==> src/rtl/core/programmable_dfa_runner_defines.svh <==
// assertion macros shared by the dfa runner rtl
`ifndef PROGRAMMABLE_DFA_RUNNER_DEFINES_SVH
`define PROGRAMMABLE_DFA_RUNNER_DEFINES_SVH

`ifndef SYNTHESIS

// checked property, quiet while rst_n is low
`define PDFA_ASSERT(label, prop) \
    label: assert property (@(posedge clk) disable iff (!rst_n) prop) \
        else $error("%m: property failed");

// checked property, also sampled during reset
`define PDFA_ASSERT_ALWAYS(label, prop) \
    label: assert property (@(posedge clk) prop) \
        else $error("%m: property failed");

`else

`define PDFA_ASSERT(label, prop)
`define PDFA_ASSERT_ALWAYS(label, prop)

`endif

`endif

==> src/rtl/core/pdfa_pkg.sv <==
// package: widths, codes and state type of the dfa runner
`timescale 1ns / 1ps

package pdfa_pkg;

    localparam int STATE_W     = 4;
    localparam int SYMBOL_W    = 8;
    localparam int INDEX_W     = 4;
    localparam int OPCODE_W    = 2;
    localparam int COUNT_W     = 5;
    localparam int MASK_W      = 16;
    localparam int CFG_INDEX_W = 2;
    localparam int CFG_DATA_W  = 16;

    localparam logic [OPCODE_W-1:0] OP_WRITE   = 2'd0;
    localparam logic [OPCODE_W-1:0] OP_STEP    = 2'd1;
    localparam logic [OPCODE_W-1:0] OP_RESTART = 2'd2;

    localparam logic [CFG_INDEX_W-1:0] REG_INITIAL_STATE  = 2'd0;
    localparam logic [CFG_INDEX_W-1:0] REG_ACCEPTING_MASK = 2'd1;
    localparam logic [CFG_INDEX_W-1:0] REG_ENTRY_COUNT    = 2'd2;

    typedef enum logic [1:0] {
        S_IDLE,
        S_SCAN,
        S_EMIT
    } fsm_t;

endpackage

==> src/rtl/core/pdfa_ifs.sv <==
// channel interfaces: input items, results and configuration writes
`timescale 1ns / 1ps

interface pdfa_item_if;
    import pdfa_pkg::*;

    logic                valid;
    logic                ready;
    logic [OPCODE_W-1:0] opcode;
    logic [INDEX_W-1:0]  entry_index;
    logic [STATE_W-1:0]  from_state;
    logic [SYMBOL_W-1:0] symbol;
    logic [STATE_W-1:0]  to_state;

    modport source (output valid, opcode, entry_index, from_state, symbol, to_state,
                    input ready);
    modport sink (input valid, opcode, entry_index, from_state, symbol, to_state,
                  output ready);
endinterface

interface pdfa_result_if;
    import pdfa_pkg::*;

    logic               valid;
    logic               ready;
    logic [STATE_W-1:0] present_state;
    logic               is_accepting;
    logic               matched;

    modport source (output valid, present_state, is_accepting, matched, input ready);
    modport sink (input valid, present_state, is_accepting, matched, output ready);
endinterface

interface pdfa_cfg_if;
    import pdfa_pkg::*;

    logic                   valid;
    logic                   ready;
    logic [CFG_INDEX_W-1:0] index;
    logic [CFG_DATA_W-1:0]  data;

    modport source (output valid, index, data, input ready);
    modport sink (input valid, index, data, output ready);
endinterface

==> src/rtl/core/pdfa_table.sv <==
// transition table memory: one write port, one registered read port
`timescale 1ns / 1ps

module pdfa_table #(
    parameter int DEPTH  = 16,
    parameter int WIDTH  = 16,
    parameter int ADDR_W = 4
) (
    input  logic              clk,
    input  logic              wr_en,
    input  logic [ADDR_W-1:0] wr_addr,
    input  logic [WIDTH-1:0]  wr_data,
    input  logic [ADDR_W-1:0] rd_addr,
    output logic [WIDTH-1:0]  rd_data
);

    logic [WIDTH-1:0] mem [DEPTH];
    logic [WIDTH-1:0] rd_data_reg;

    always_ff @(posedge clk)
    begin
        if (wr_en)
        begin
            mem[wr_addr] <= wr_data;
        end
        rd_data_reg <= mem[rd_addr];
    end

    assign rd_data = rd_data_reg;

endmodule

==> src/rtl/core/programmable_dfa_runner.sv <==
// top level: programmable table-driven dfa runner
`timescale 1ns / 1ps
// Programmable deterministic automaton with a transition table in on-chip memory.
// item channel: opcode 0 writes table slot entry_index with (from_state, symbol,
// to_state), opcode 1 steps the automaton on symbol, opcode 2 restarts it.
// result channel: one transfer per item with present_state, is_accepting, matched.
// cfg channel: index 0 initial_state, 1 accepting_mask, 2 entry_count; always ready;
// the user must write it only while the block is idle; the block does not enforce this.
// Write, restart and unused opcodes pass through the EMIT state into the output
// register. A step reads the table one slot per cycle through the single memory
// read port, stopping at the first match, and reads at most the saturated
// entry_count slots. One item is in work at a time; the next item is taken as
// soon as the previous result sits in the output register.
// Reset clears the state to 0, the flag and the control and cfg registers; the table holds
// garbage until written, no clearing pass is run.
// A stalled result holds in the output register; the block accepts the next item
// and finishes it, then waits until the output register frees up.
module programmable_dfa_runner #(
    parameter int ENTRIES     = 16,
    parameter int NUM_STATES  = 16,
    parameter int SYMBOL_BITS = 8
) (
    input  logic   clk,
    input  logic   rst_n,
    pdfa_item_if.sink     item,
    pdfa_result_if.source result,
    pdfa_cfg_if.sink      cfg
);
    import pdfa_pkg::*;

    `include "programmable_dfa_runner_defines.svh"

    localparam int AW = (ENTRIES > 1) ? $clog2(ENTRIES) : 1;
    localparam int CW = $clog2(ENTRIES + 1);
    localparam int SW = (SYMBOL_BITS < SYMBOL_W) ? SYMBOL_BITS : SYMBOL_W;
    localparam int EW = STATE_W + SW + STATE_W;

    fsm_t state_reg, state_next;

    logic [STATE_W-1:0] init_reg;
    logic [MASK_W-1:0]  mask_reg;
    logic [COUNT_W-1:0] count_reg;

    logic [CW-1:0]      scan_idx_reg, scan_idx_next;
    logic [CW-1:0]      limit_reg, limit_next;
    logic [SW-1:0]      sym_reg, sym_next;
    logic [STATE_W-1:0] cur_state_reg, cur_state_next;
    logic               flag_reg, flag_next;
    logic               hit_reg, hit_next;

    logic               out_valid_reg, out_valid_next;
    logic               out_load;
    logic [STATE_W-1:0] out_state_reg;
    logic               out_flag_reg;
    logic               out_hit_reg;

    logic               wr_en;
    logic [AW-1:0]      wr_addr;
    logic [EW-1:0]      wr_data;
    logic [AW-1:0]      rd_addr;
    logic [EW-1:0]      rd_data;

    logic               write_ok;
    logic [CW-1:0]      limit_sat;
    logic [STATE_W-1:0] rd_from;
    logic [SW-1:0]      rd_sym;
    logic [STATE_W-1:0] rd_to;
    logic               rd_match;

    pdfa_table #(
        .DEPTH  (ENTRIES),
        .WIDTH  (EW),
        .ADDR_W (AW)
    ) u_table (
        .clk     (clk),
        .wr_en   (wr_en),
        .wr_addr (wr_addr),
        .wr_data (wr_data),
        .rd_addr (rd_addr),
        .rd_data (rd_data)
    );

    assign write_ok = (int'(item.entry_index) < ENTRIES)
                   && (int'(item.from_state) < NUM_STATES)
                   && (int'(item.to_state) < NUM_STATES);

    // entry_count saturates at the table depth
    assign limit_sat = (int'(count_reg) > ENTRIES) ? CW'(ENTRIES) : CW'(count_reg);

    assign wr_addr = AW'(item.entry_index);
    assign wr_data = {item.from_state, item.symbol[SW-1:0], item.to_state};

    assign rd_from  = rd_data[EW-1 -: STATE_W];
    assign rd_sym   = rd_data[STATE_W +: SW];
    assign rd_to    = rd_data[STATE_W-1:0];
    assign rd_match = (rd_from == cur_state_reg) && (rd_sym == sym_reg);

    // configuration registers
    assign cfg.ready = 1'b1;

    always_ff @(posedge clk or negedge rst_n)
    begin
        if (!rst_n)
        begin
            init_reg  <= '0;
            mask_reg  <= '0;
            count_reg <= '0;
        end
        else if (cfg.valid && cfg.ready)
        begin
            unique case (cfg.index)
                REG_INITIAL_STATE:  init_reg  <= cfg.data[STATE_W-1:0];
                REG_ACCEPTING_MASK: mask_reg  <= cfg.data[MASK_W-1:0];
                REG_ENTRY_COUNT:    count_reg <= cfg.data[COUNT_W-1:0];
                default:            ;
            endcase
        end
    end

    // state register
    always_ff @(posedge clk or negedge rst_n)
    begin
        if (!rst_n)
        begin
            state_reg <= S_IDLE;
        end
        else
        begin
            state_reg <= state_next;
        end
    end

    // next state, scan control and table access
    always_comb
    begin
        state_next     = state_reg;
        scan_idx_next  = scan_idx_reg;
        limit_next     = limit_reg;
        sym_next       = sym_reg;
        cur_state_next = cur_state_reg;
        flag_next      = flag_reg;
        hit_next       = hit_reg;
        item.ready     = 1'b0;
        wr_en          = 1'b0;
        rd_addr        = scan_idx_reg[AW-1:0];
        out_load       = 1'b0;

        unique case (state_reg)
            S_IDLE:
            begin
                item.ready = 1'b1;
                rd_addr    = '0;
                // ready is high throughout idle, so valid alone marks the transfer
                if (item.valid)
                begin
                    hit_next   = 1'b0;
                    state_next = S_EMIT;
                    case (item.opcode)
                        OP_WRITE:
                        begin
                            wr_en = write_ok;
                        end
                        OP_STEP:
                        begin
                            // slot 0 is read this cycle, the scan goes on from slot 1
                            limit_next    = limit_sat;
                            sym_next      = item.symbol[SW-1:0];
                            scan_idx_next = CW'(1);
                            if (limit_sat != '0)
                            begin
                                state_next = S_SCAN;
                            end
                        end
                        OP_RESTART:
                        begin
                            cur_state_next = init_reg;
                            flag_next      = 1'b0;
                        end
                        default:
                        begin
                        end
                    endcase
                end
            end
            S_SCAN:
            begin
                // rd_data holds slot scan_idx_reg - 1
                if (rd_match)
                begin
                    cur_state_next = rd_to;
                    flag_next      = mask_reg[rd_to];
                    hit_next       = 1'b1;
                    state_next     = S_EMIT;
                end
                else if (scan_idx_reg == limit_reg)
                begin
                    state_next = S_EMIT;
                end
                else
                begin
                    scan_idx_next = scan_idx_reg + CW'(1);
                end
            end
            S_EMIT:
            begin
                if (!out_valid_reg || result.ready)
                begin
                    out_load   = 1'b1;
                    state_next = S_IDLE;
                end
            end
            default:
            begin
                state_next = S_IDLE;
            end
        endcase
    end

    always_comb
    begin
        if (out_load)
        begin
            out_valid_next = 1'b1;
        end
        else if (result.ready)
        begin
            out_valid_next = 1'b0;
        end
        else
        begin
            out_valid_next = out_valid_reg;
        end
    end

    // control and automaton state
    always_ff @(posedge clk or negedge rst_n)
    begin
        if (!rst_n)
        begin
            scan_idx_reg  <= '0;
            limit_reg     <= '0;
            cur_state_reg <= '0;
            flag_reg      <= 1'b0;
            hit_reg       <= 1'b0;
            out_valid_reg <= 1'b0;
        end
        else
        begin
            scan_idx_reg  <= scan_idx_next;
            limit_reg     <= limit_next;
            cur_state_reg <= cur_state_next;
            flag_reg      <= flag_next;
            hit_reg       <= hit_next;
            out_valid_reg <= out_valid_next;
        end
    end

    // payload registers
    always_ff @(posedge clk)
    begin
        sym_reg <= sym_next;
        if (out_load)
        begin
            out_state_reg <= cur_state_reg;
            out_flag_reg  <= flag_reg;
            out_hit_reg   <= hit_reg;
        end
    end

    assign result.valid         = out_valid_reg;
    assign result.present_state = out_state_reg;
    assign result.is_accepting  = out_flag_reg;
    assign result.matched       = out_hit_reg;

    `PDFA_ASSERT(a_scan_in_range, (state_reg == S_SCAN) |-> (scan_idx_reg <= limit_reg))
    `PDFA_ASSERT(a_scan_nonempty, (state_reg == S_SCAN) |-> (limit_reg != '0))
    `PDFA_ASSERT(a_hit_from_scan, $rose(hit_reg) |-> ($past(state_reg) == S_SCAN))
    `PDFA_ASSERT(a_emit_loads_out,
        (state_reg == S_EMIT && (!out_valid_reg || result.ready))
        |=> (out_valid_reg && state_reg == S_IDLE))
    `PDFA_ASSERT_ALWAYS(a_reset_idle, !rst_n |-> (state_reg == S_IDLE && !out_valid_reg))

endmodule

==> src/flat_wrapper.sv <==
// flat-port wrapper written by rule: the top's interface ports become plain ports
module programmable_dfa_runner_flat import pdfa_pkg::*;
#(
    parameter int ENTRIES     = 16,
    parameter int NUM_STATES  = 16,
    parameter int SYMBOL_BITS = 8
)
  (clk, rst_n, item_valid, item_opcode, item_entry_index, item_from_state, item_symbol, item_to_state, item_ready, result_valid, result_present_state, result_is_accepting, result_matched, result_ready, cfg_valid, cfg_index, cfg_data, cfg_ready);
  pdfa_item_if item_i ();
  pdfa_result_if result_i ();
  pdfa_cfg_if cfg_i ();
  input  logic clk;
  input  logic rst_n;
  input wire logic [$bits(item_i.valid)-1:0] item_valid;
  input wire logic [$bits(item_i.opcode)-1:0] item_opcode;
  input wire logic [$bits(item_i.entry_index)-1:0] item_entry_index;
  input wire logic [$bits(item_i.from_state)-1:0] item_from_state;
  input wire logic [$bits(item_i.symbol)-1:0] item_symbol;
  input wire logic [$bits(item_i.to_state)-1:0] item_to_state;
  output wire logic [$bits(item_i.ready)-1:0] item_ready;
  output wire logic [$bits(result_i.valid)-1:0] result_valid;
  output wire logic [$bits(result_i.present_state)-1:0] result_present_state;
  output wire logic [$bits(result_i.is_accepting)-1:0] result_is_accepting;
  output wire logic [$bits(result_i.matched)-1:0] result_matched;
  input wire logic [$bits(result_i.ready)-1:0] result_ready;
  input wire logic [$bits(cfg_i.valid)-1:0] cfg_valid;
  input wire logic [$bits(cfg_i.index)-1:0] cfg_index;
  input wire logic [$bits(cfg_i.data)-1:0] cfg_data;
  output wire logic [$bits(cfg_i.ready)-1:0] cfg_ready;
  assign item_i.valid = item_valid;
  assign item_i.opcode = item_opcode;
  assign item_i.entry_index = item_entry_index;
  assign item_i.from_state = item_from_state;
  assign item_i.symbol = item_symbol;
  assign item_i.to_state = item_to_state;
  assign item_ready = item_i.ready;
  assign result_valid = result_i.valid;
  assign result_present_state = result_i.present_state;
  assign result_is_accepting = result_i.is_accepting;
  assign result_matched = result_i.matched;
  assign result_i.ready = result_ready;
  assign cfg_i.valid = cfg_valid;
  assign cfg_i.index = cfg_index;
  assign cfg_i.data = cfg_data;
  assign cfg_ready = cfg_i.ready;
  programmable_dfa_runner #(.ENTRIES(ENTRIES), .NUM_STATES(NUM_STATES), .SYMBOL_BITS(SYMBOL_BITS)) u_core (.clk(clk), .rst_n(rst_n), .item(item_i), .result(result_i), .cfg(cfg_i));
endmodule
==> config.mk <==
export PLATFORM = sky130hd
export DESIGN_NAME = programmable_dfa_runner_flat
export DESIGN_NICKNAME = d
export VERILOG_FILES = /design/src/rtl/core/pdfa_pkg.sv /design/src/rtl/core/pdfa_ifs.sv /design/src/rtl/core/pdfa_table.sv /design/src/rtl/core/programmable_dfa_runner.sv /design/src/flat_wrapper.sv
export VERILOG_INCLUDE_DIRS = /design/src /design/src/rtl/core
export SDC_FILE = /design/constraint.sdc
export NUM_CORES = 1
export LEC_CHECK = 0
export BUFFER_PORTS_ARGS = -buffer_cell sky130_fd_sc_hd__buf_2
export CAP_MARGIN = 20
export CELL_PAD_IN_SITES_DETAIL_PLACEMENT = 1
export CELL_PAD_IN_SITES_GLOBAL_PLACEMENT = 1
export CORE_MARGIN = 5
export CORE_UTILIZATION = 30
export CTS_BUF_LIST = sky130_fd_sc_hd__clkbuf_4
export CTS_CLUSTER_DIAMETER = 60
export DETAILED_ROUTE_END_ITERATION = 12
export PLACE_DENSITY = 0.62
export SLEW_MARGIN = 40
export SYNTH_ARGS = -nofsm -noshare
export SYNTH_HDL_FRONTEND = slang
export SYNTH_SLANG_ARGS = --single-unit
==> constraint.sdc <==
create_clock -name clk -period 3.7 [get_ports clk]
set_clock_uncertainty 0.15 [all_clocks]
set_input_delay 0.74 -clock clk [delete_from_list [all_inputs] [get_ports clk]]
set_output_delay 0.74 -clock clk [all_outputs]
set_load 0.02 [all_outputs]
-- Word-level counts from Yosys, hierarchy flattened
Memories as Yosys holds them, arrays and structs flattened. A register that Yosys moved wholly into a read port is not among the register bits.
Cells that the tools add are included.
- $mul: 0
- bitwise logic cells: 0
- add/subtract/negate cells: 1
- shift operators: 0
- $lt $le $gt $ge: 2
- eq/ne operators: 17
- mux-type cells: 37
- reduce and logical (&&, ||, !) cells: 17
- divide/modulo/power cells: 0
- operators by type and width (kind ; number):
    $mux W5 ; 5
    $mux W1 ; 16
    $mux W4 ; 4
    $mux W2 ; 6
    $ne A2 B2 Y1 const B ; 5
    $pmux W5 S2 ; 1
    $reduce_and A3 Y1 ; 3
    $eq A8 B8 Y1 ; 1
    $pmux W4 S2 ; 1
    $eq A2 B1 Y1 const B ; 3
    $eq A2 B2 Y1 const B ; 3
    $logic_not A2 Y1 ; 3
    $pmux W2 S3 ; 1
    $reduce_and A2 Y1 ; 3
    $add A5 B1 Y5 const B ; 1
    $eq A5 B5 Y1 ; 1
    $gt A5 B5 Y1 const B ; 1
    $lt A4 B5 Y1 const B ; 1
    $reduce_and A5 Y1 ; 1
    $reduce_bool A5 Y1 ; 1
    $bmux W1 S4 ; 1
    $eq A4 B4 Y1 ; 1
    $ne A2 B1 Y1 const B ; 2
    $pmux W1 S2 ; 2
    other kinds (6) ; 7
- memories: 1
- memory bits (read-only): 0
- flip-flop bits (word level): 58
- output and inout bits: 9
- latch bits: 0
- bits in writable memories: 256
- memory list (name ; words ; width ; read ports ; clocked after Yosys merged registers in ; write ports ; line ; RTL):
    u_core.u_table.mem ; 16 ; 16 ; 1 ; 1 ; 1 ; pdfa_table.sv:17 ; logic [WIDTH-1:0] mem [DEPTH];

-- Depth between registers and ports, before layout
Gate-level depths: netlist of the first run.
- depth in word-level cells: 7
- depth in mapped cells: 8

-- Modules after synthesis
Synthesis of the first run repeated with hierarchy kept, for this count alone.
- cell total of the unflattened synthesis: 643
- area, all modules: 12744.7 um^2
- by module, submodules not included (module ; seq. area each (um^2) ; instances ; area an instance (um^2) ; cells an instance):
    pdfa_table ; 8007.7 ; 1 ; 10042.1 ; 432
    programmable_dfa_runner ; 1521.5 ; 1 ; 2702.6 ; 211

-- Worst setup path before layout of the first run
OpenSTA, ideal clock, no wires.
- path type: input port to flip-flop
- start point: input item_valid
- end point: memory u_core.u_table.mem[8][0], enable pin
- stages: 5
- path buffers: 0
- required time: 3141 ps
- path slack: 339 ps
- arrival: 2801 ps
- cells stage by stage: or3b_4 or3_4 nor2_1 nand2_1 nor3_1
- word-level cells in the longest chain between the ends: 4
- RTL lines (element ; line ; RTL):
    start, declared ; flat_wrapper.sv:14 ; input wire logic [$bits(item_i.valid)-1:0] item_valid;
    $mux W1 ; programmable_dfa_runner.sv:154 ; if (item.valid)
    $mux W1 ; programmable_dfa_runner.sv:148 ; unique case (state_reg)
    $mux W1 ; pdfa_table.sv:22 ; if (wr_en)
    $mux W1 (not written as such) ; pdfa_table.sv:24 ; mem[wr_addr] <= wr_data;
    end, declared ; pdfa_table.sv:17 ;
No other way between the ends.

-- Final worst setup path of the first run
- start point: register u_core.state_reg[0]
- end point: output item_ready
- word-level cells in the longest chain between the ends: 2
- RTL lines (element ; line ; RTL):
    start, declared ; programmable_dfa_runner.sv:38 ; fsm_t state_reg, state_next;
    start signal, assigned ; programmable_dfa_runner.sv:129 ; state_reg <= state_next;
    $logic_not A2 Y1 ; programmable_dfa_runner.sv:148 ;
    $mux W1 ; programmable_dfa_runner.sv:148 ;
    end, declared ; flat_wrapper.sv:20 ; output wire logic [$bits(item_i.ready)-1:0] item_ready;
No other way between the ends.

==> results_dict.tcl, run 1 <==
set metrics [dict create \
    status "complete, no violations" \
    grt_pass1_vias 8529 \
    reg2reg_depth 5 \
    multi_input_area_um2 3440 \
    clk_pin_slew_ns 0.05 \
    rows 76 \
    io_buffers 52 \
    track_usage_pct 14.8 \
    vias 8240 \
    hpwlAfterDp_um 22800 \
    power.density_nw_per_um2 706 \
    synth-warning-count 0 \
    cts_setup_buffers 0 \
    worst_slack_ns 0.685 \
    cts_buffers 84 \
    worstPathMaxFanout 13 \
    synth_area_leaders "edfxtp_1, dfrtp_1, a211oi_1" \
    startpoint "u_core.state_reg[0]" \
    period_minus_slack_ns 3.02 \
    largest_register_ffs 256 \
    setup.worst_path.class "reg2out" \
    min_period_over_period_pct 81.5 \
    top_layer_used "met4" \
    clockBufferDepth 3 \
    via_per_inst 4.89 \
    intPower_uw 7060 \
    synth_cell_type_count 49 \
    max_freq_mhz 332 \
    yosys.area.top_type "edfxtp_1" \
    reg2reg_to "u_core.u_table.mem[0][0]" \
    hold_end "u_core.mask_reg[13]" \
    placement.cell_area_um2 14400 \
    critPathArrivalTime_ns 2.13 \
    ys_ff_latch 330 \
    die_y_um 219 \
    cts_tree "built" \
    finalHoldViolCount 0 \
    design_area_um2 15400 \
    pwr-share-comb_pct 29.8 \
    drt-total-wl_um 35700 \
    syn_inst 928 \
    floorplan.initialDensity_pct 30.4 \
    final_common_cell "edfxtp_1" \
    seqPwrFrac_pct 42.7 \
    relSlewSlack_pct 48.7 \
    async_flop_share_pct 13.3 \
    dr_wl_met3_um 2220 \
    synthDominantCellAreaShare_pct 61.6 \
    clock-root-buffer "clkbuf_4" \
    fin_nets 1093 \
    route.detailed.drc 0 \
    met2WireLength_um 16700 \
    p_sw_uw 3790 \
    grt_max_degree 73 \
    met1_length_um 16000 \
    synth_seq_area_share_pct 72.4 \
    max_cap_viol_count 0 \
    swShare_pct 34.9 \
    critical_path_required_ns 2.81 \
    cts_max_level 3 \
    max_slew.worst_pin.slew_ns 0.767 \
    overflow 0 \
    syn_area_um2 13200 \
    start_kind "flop" \
    fill_cells 4587 \
    core_area_um2 43300 \
    first_pass_iters 5 \
    worstHoldStart "cfg_data[13]" \
    min-delay-path-class "in2reg" \
    layout_common_cells "edfxtp_1, nand2_1, clkbuf_4, a211oi_1, nor2b_1" \
    ir_drop_mv 0.250 \
    syn-num-nets 974 \
    fin_setup_tns_ns 0 \
    dp.cells 1545 \
    ff_latch_area_um2 9530 \
    leakage_uw 0.00522 \
    synth_edf_count 270 \
    antenna_found_initial 1 \
    wl_per_cell_um 21.2 \
    clock_latency_ns 0.75 \
    synthToLayoutAreaGrowth_pct 16.7 \
    layout-drive-gt1-share_pct 25.7 \
    pin_count 54 \
    die_w_um 219 \
    rsz0062_at_grt "false" \
    slew_violations 0 \
    grt_first_pass_wirelength_um 52800 \
    gp_congestion 0.788 \
    synth_area_per_cell_um2 14.2 \
    endpoint_kind "output port" \
    pwr-share-clk_pct 27.6 \
    die_area_um2 48200 \
    stdcell_count 1684 \
    clock-sinks 330 \
    setup_violations 0 \
    drtIter0Drc 511 \
    ff2ff_setup_slack_ns 0.80 \
    dp_slack_ns 0.643 \
    antenna_left 0 \
    hold_depth 2 \
    synthFlopType "edfxtp_1" \
    regToRegStartpoint "u_core.state_reg[0]" \
]
==> cells in the mapped netlist, types with 2 or more instances <==
cell and n:
edfxtp_1 270, nand2_1 157, a211oi_1 81, nor2b_1 66, dfrtp_1 44, clkbuf_1 34, a21oi_1 32, a311oi_1 32
a31oi_1 32, mux2_2 30, nor2_1 21, buf_2 16, dfxtp_1 16, xnor2_1 16, nand2b_1 9, o21ai_0 6
o21ai_1 6, buf_4 5, buf_1 4, inv_1 4, mux4_2 4, nand3_1 4, nand4_1 4, nor3_1 4
a211o_1 2, mux2i_1 2, nand3b_1 2, nor3b_1 2, or3_4 2, or4_1 2
==> through the flow <==
stage / utilization (%) / hold slack [ns] / total power (µW)
2_1_floorplan: - / 0.275 / 6690
3_3_place_gp: 33.1 / 0.285 / 7860
3_5_place_dp: 33.2 / 0.291 / 7980
4_1_cts: 35.5 / 0.0136 / 11000
5_1_grt: 35.5 / 0.00923 / 11500
6_report: 35.5 / 0.0971 / 10900
==> cells by family after synthesis <==
family	share of synthesized area [%]
compound gates	10.6
flops	72.4
simple gates	10.2
other cells	0.0285
xor+xnor	1.13
mux	3.40
fa+ha+maj	0.0950
buf+inv	2.18
==> area by class of cell <==
type	instances	area share [%]
well taps	585	4.76
clock inverters	13	0.521
flip-flops and latches	330	62.0
multi-input cells	534	22.4
inverters	4	0.0977
diodes	3	0.0489
clock buffers	122	5.96
repair buffers	93	4.19
==> power groups by stage <==
stage / logic, µW / registers [µW] / clock network [µW]
6_report: 3230 / 4630 / 2990
3_5_place_dp: 3270 / 4720 / 0
5_1_grt: 3520 / 4670 / 3300
2_1_floorplan: 2110 / 4580 / 0
3_3_place_gp: 3160 / 4700 / 0
4_1_cts: 3280 / 4640 / 3110
==> timing repair <==
item,in CTS,in global routing
endpoints found under the setup margin,0,0
resized for setup,0,0
hold endpoints to repair,44,0
hold buffers,1,0
==> worst max-delay path, cell delays in order, from the launching register on <==
cell     delay (ns)
dfrtp_1        0.58
nor2_1         0.53
buf_2          0.28
==> metal layers <==
metal	global-route usage (%)	vias up
met5	0	-
met4	4.23	0
met3	3.90	56
met2	23.6	236
met1	20.1	4149
li1	-	3799
==> worst max path at each step <==
stage	endpoint	cells after the start	slack [ns]
after floorplan	u_core.u_table.mem[8][0]	5	0.34
after global placement	u_core.u_table.mem[0][1]	6	0.67
after detailed placement	u_core.u_table.mem[0][1]	6	0.64
after CTS	item_ready	2	0.64
after global routing	item_ready	2	0.54
final	item_ready	2	0.68
No activity file was read; power rests on OpenSTA's default activity.
==> run 2, diff against run 1 <==
==> constraint.sdc (replaced) <==
create_clock -name clk -period 2.8 [get_ports clk]
set_clock_uncertainty 0.15 [all_clocks]
set_input_delay 0.56 -clock clk [delete_from_list [all_inputs] [get_ports clk]]
set_output_delay 0.56 -clock clk [all_outputs]
set_load 0.02 [all_outputs]
==> results_dict.tcl, run 2 (synthesis gave the netlist of run 1 again) <==
set metrics [dict create \
    status "complete, no violations" \
    leakage_uw 0.00541 \
    cts_tree "built" \
    swShare_pct 33.5 \
    min_period_over_period_pct 92.0 \
    critPathArrivalTime_ns 1.87 \
    pin_count 54 \
    reg2reg_to "u_core.u_table.rd_data[0]" \
    clk_pin_slew_ns 0.06 \
    hold_depth 1 \
    wl_per_cell_um 19.1 \
    layout-drive-gt1-share_pct 26.7 \
    fin_nets 1124 \
    cts_buffers 83 \
    rsz0062_at_grt "false" \
    cts_max_level 3 \
    io_buffers 52 \
    endpoint_kind "output port" \
    setup_violations 0 \
    antenna_left 0 \
    dp.cells 1558 \
    fin_setup_tns_ns 0 \
    worstPathMaxFanout 8 \
    max_freq_mhz 388 \
    pwr-share-comb_pct 29.6 \
    slew_violations 0 \
    clock-root-buffer "clkbuf_4" \
    grt_first_pass_wirelength_um 51000 \
    worstHoldStart "item_from_state[3]" \
    grt_pass1_vias 8815 \
    drtIter0Drc 469 \
    vias 8246 \
    drt-total-wl_um 32800 \
    gp_congestion 0.799 \
    rows 76 \
    clock_latency_ns 0.74 \
    intPower_uw 9540 \
    first_pass_iters 5 \
    min-delay-path-class "in2reg" \
    p_sw_uw 4800 \
    die_area_um2 48200 \
    worst_slack_ns 0.225 \
    die_y_um 219 \
    dp_slack_ns 0.154 \
    route.detailed.drc 0 \
    ir_drop_mv 0.397 \
    clock-sinks 330 \
    ff2ff_setup_slack_ns 0.26 \
    power.density_nw_per_um2 908 \
    synthToLayoutAreaGrowth_pct 20.0 \
    grt_max_degree 66 \
    period_minus_slack_ns 2.58 \
    reg2reg_depth 7 \
    final_util_pct 36.5 \
    floorplan.initialDensity_pct 30.4 \
    antenna_found_initial 2 \
    setup.worst_path.class "reg2out" \
    relSlewSlack_pct 52.7 \
    max_cap_viol_count 0 \
    max_slew.worst_pin.slew_ns 0.707 \
    final_common_cell "edfxtp_1" \
    track_usage_pct 13.8 \
    seqPwrFrac_pct 42.3 \
    hpwlAfterDp_um 22100 \
    hold_end "u_core.u_table.mem[0][15]" \
    clockBufferDepth 3 \
    finalHoldViolCount 0 \
    holdWs_ns 0.0899 \
    regToRegStartpoint "u_core.state_reg[0]" \
    via_per_inst 4.79 \
    die_w_um 219 \
    largest_register_ffs 256 \
    start_kind "flop" \
    pwr-share-clk_pct 28.1 \
    overflow 0 \
    layout_common_cells "edfxtp_1, nand2_1, clkbuf_4, a211oi_1, nor2b_1" \
    core_area_um2 43300 \
    critical_path_required_ns 2.09 \
    stdcell_count 1720 \
]
[run 2: metrics by stage]
stage / area (µm²) / power, µW
after floorplan: 13200 / 8840
after global placement: 14500 / 10300
after detailed placement: 14500 / 10400
after CTS: 15800 / 14600
after global routing: 15800 / 15300
final: 15800 / 14300
[run 2: critical path: stages (launching register included)]
cell and delay [ns]:
dfrtp_1 0.43, buf_4 0.21, nor2_2 0.18, buf_4 0.17
buf_2 0.16
[run 2: worst max path at each step]
stage | start | to | slack [ns] | depth (start not counted)
final | u_core.state_reg[0] | item_ready | 0.22 | 4
after global routing | u_core.state_reg[0] | item_ready | 0.06 | 4
after CTS | u_core.state_reg[0] | item_ready | 0.05 | 4
after detailed placement | item_valid | u_core.u_table.mem[0][10] | 0.15 | 6
after global placement | item_valid | u_core.u_table.mem[0][9] | 0.16 | 6
after floorplan | item_valid | u_core.u_table.mem[1][0] | -0.10 | 4
[run 2: power groups by stage]
| stage | logic (µW) | registers (µW) | clock network, µW |
|---|---|---|---|
| global route | 4690 | 6120 | 4490 |
| floorplan | 2790 | 6050 | 0 |
| finish | 4240 | 6070 | 4030 |
| detailed placement | 4260 | 6190 | 0 |
| CTS | 4290 | 6080 | 4200 |
| global placement | 4170 | 6170 | 0 |
[run 2: what timing repair did]
item                                    CTS  global route
endpoints found under the hold margin    81             0
endpoints found under the setup margin    0             1
hold buffers                             20             0
resized for setup                         0             1
setup buffers                             0             0
[run 2: per-layer routing]
layer  global-route usage [%]  vias up  part of all wire (%)
met3                     4.16       39                   6.4
met2                     21.4      225                    46
met5                        0        -                     0
li1                         -     3865                     -
met4                     3.45        0                   1.2
met1                     19.0     4117                    47
[run 2: cell type report]
class                   count  area (µm²)
fillers                  4591       27500
flip-flops and latches    330        9530
multi-input cells         534        3440
repair buffers            125        1020
clock buffers             130         976
well taps                 585         732
clock inverters            10        67.6
inverters                   4        15.0
diodes                      2        5.00
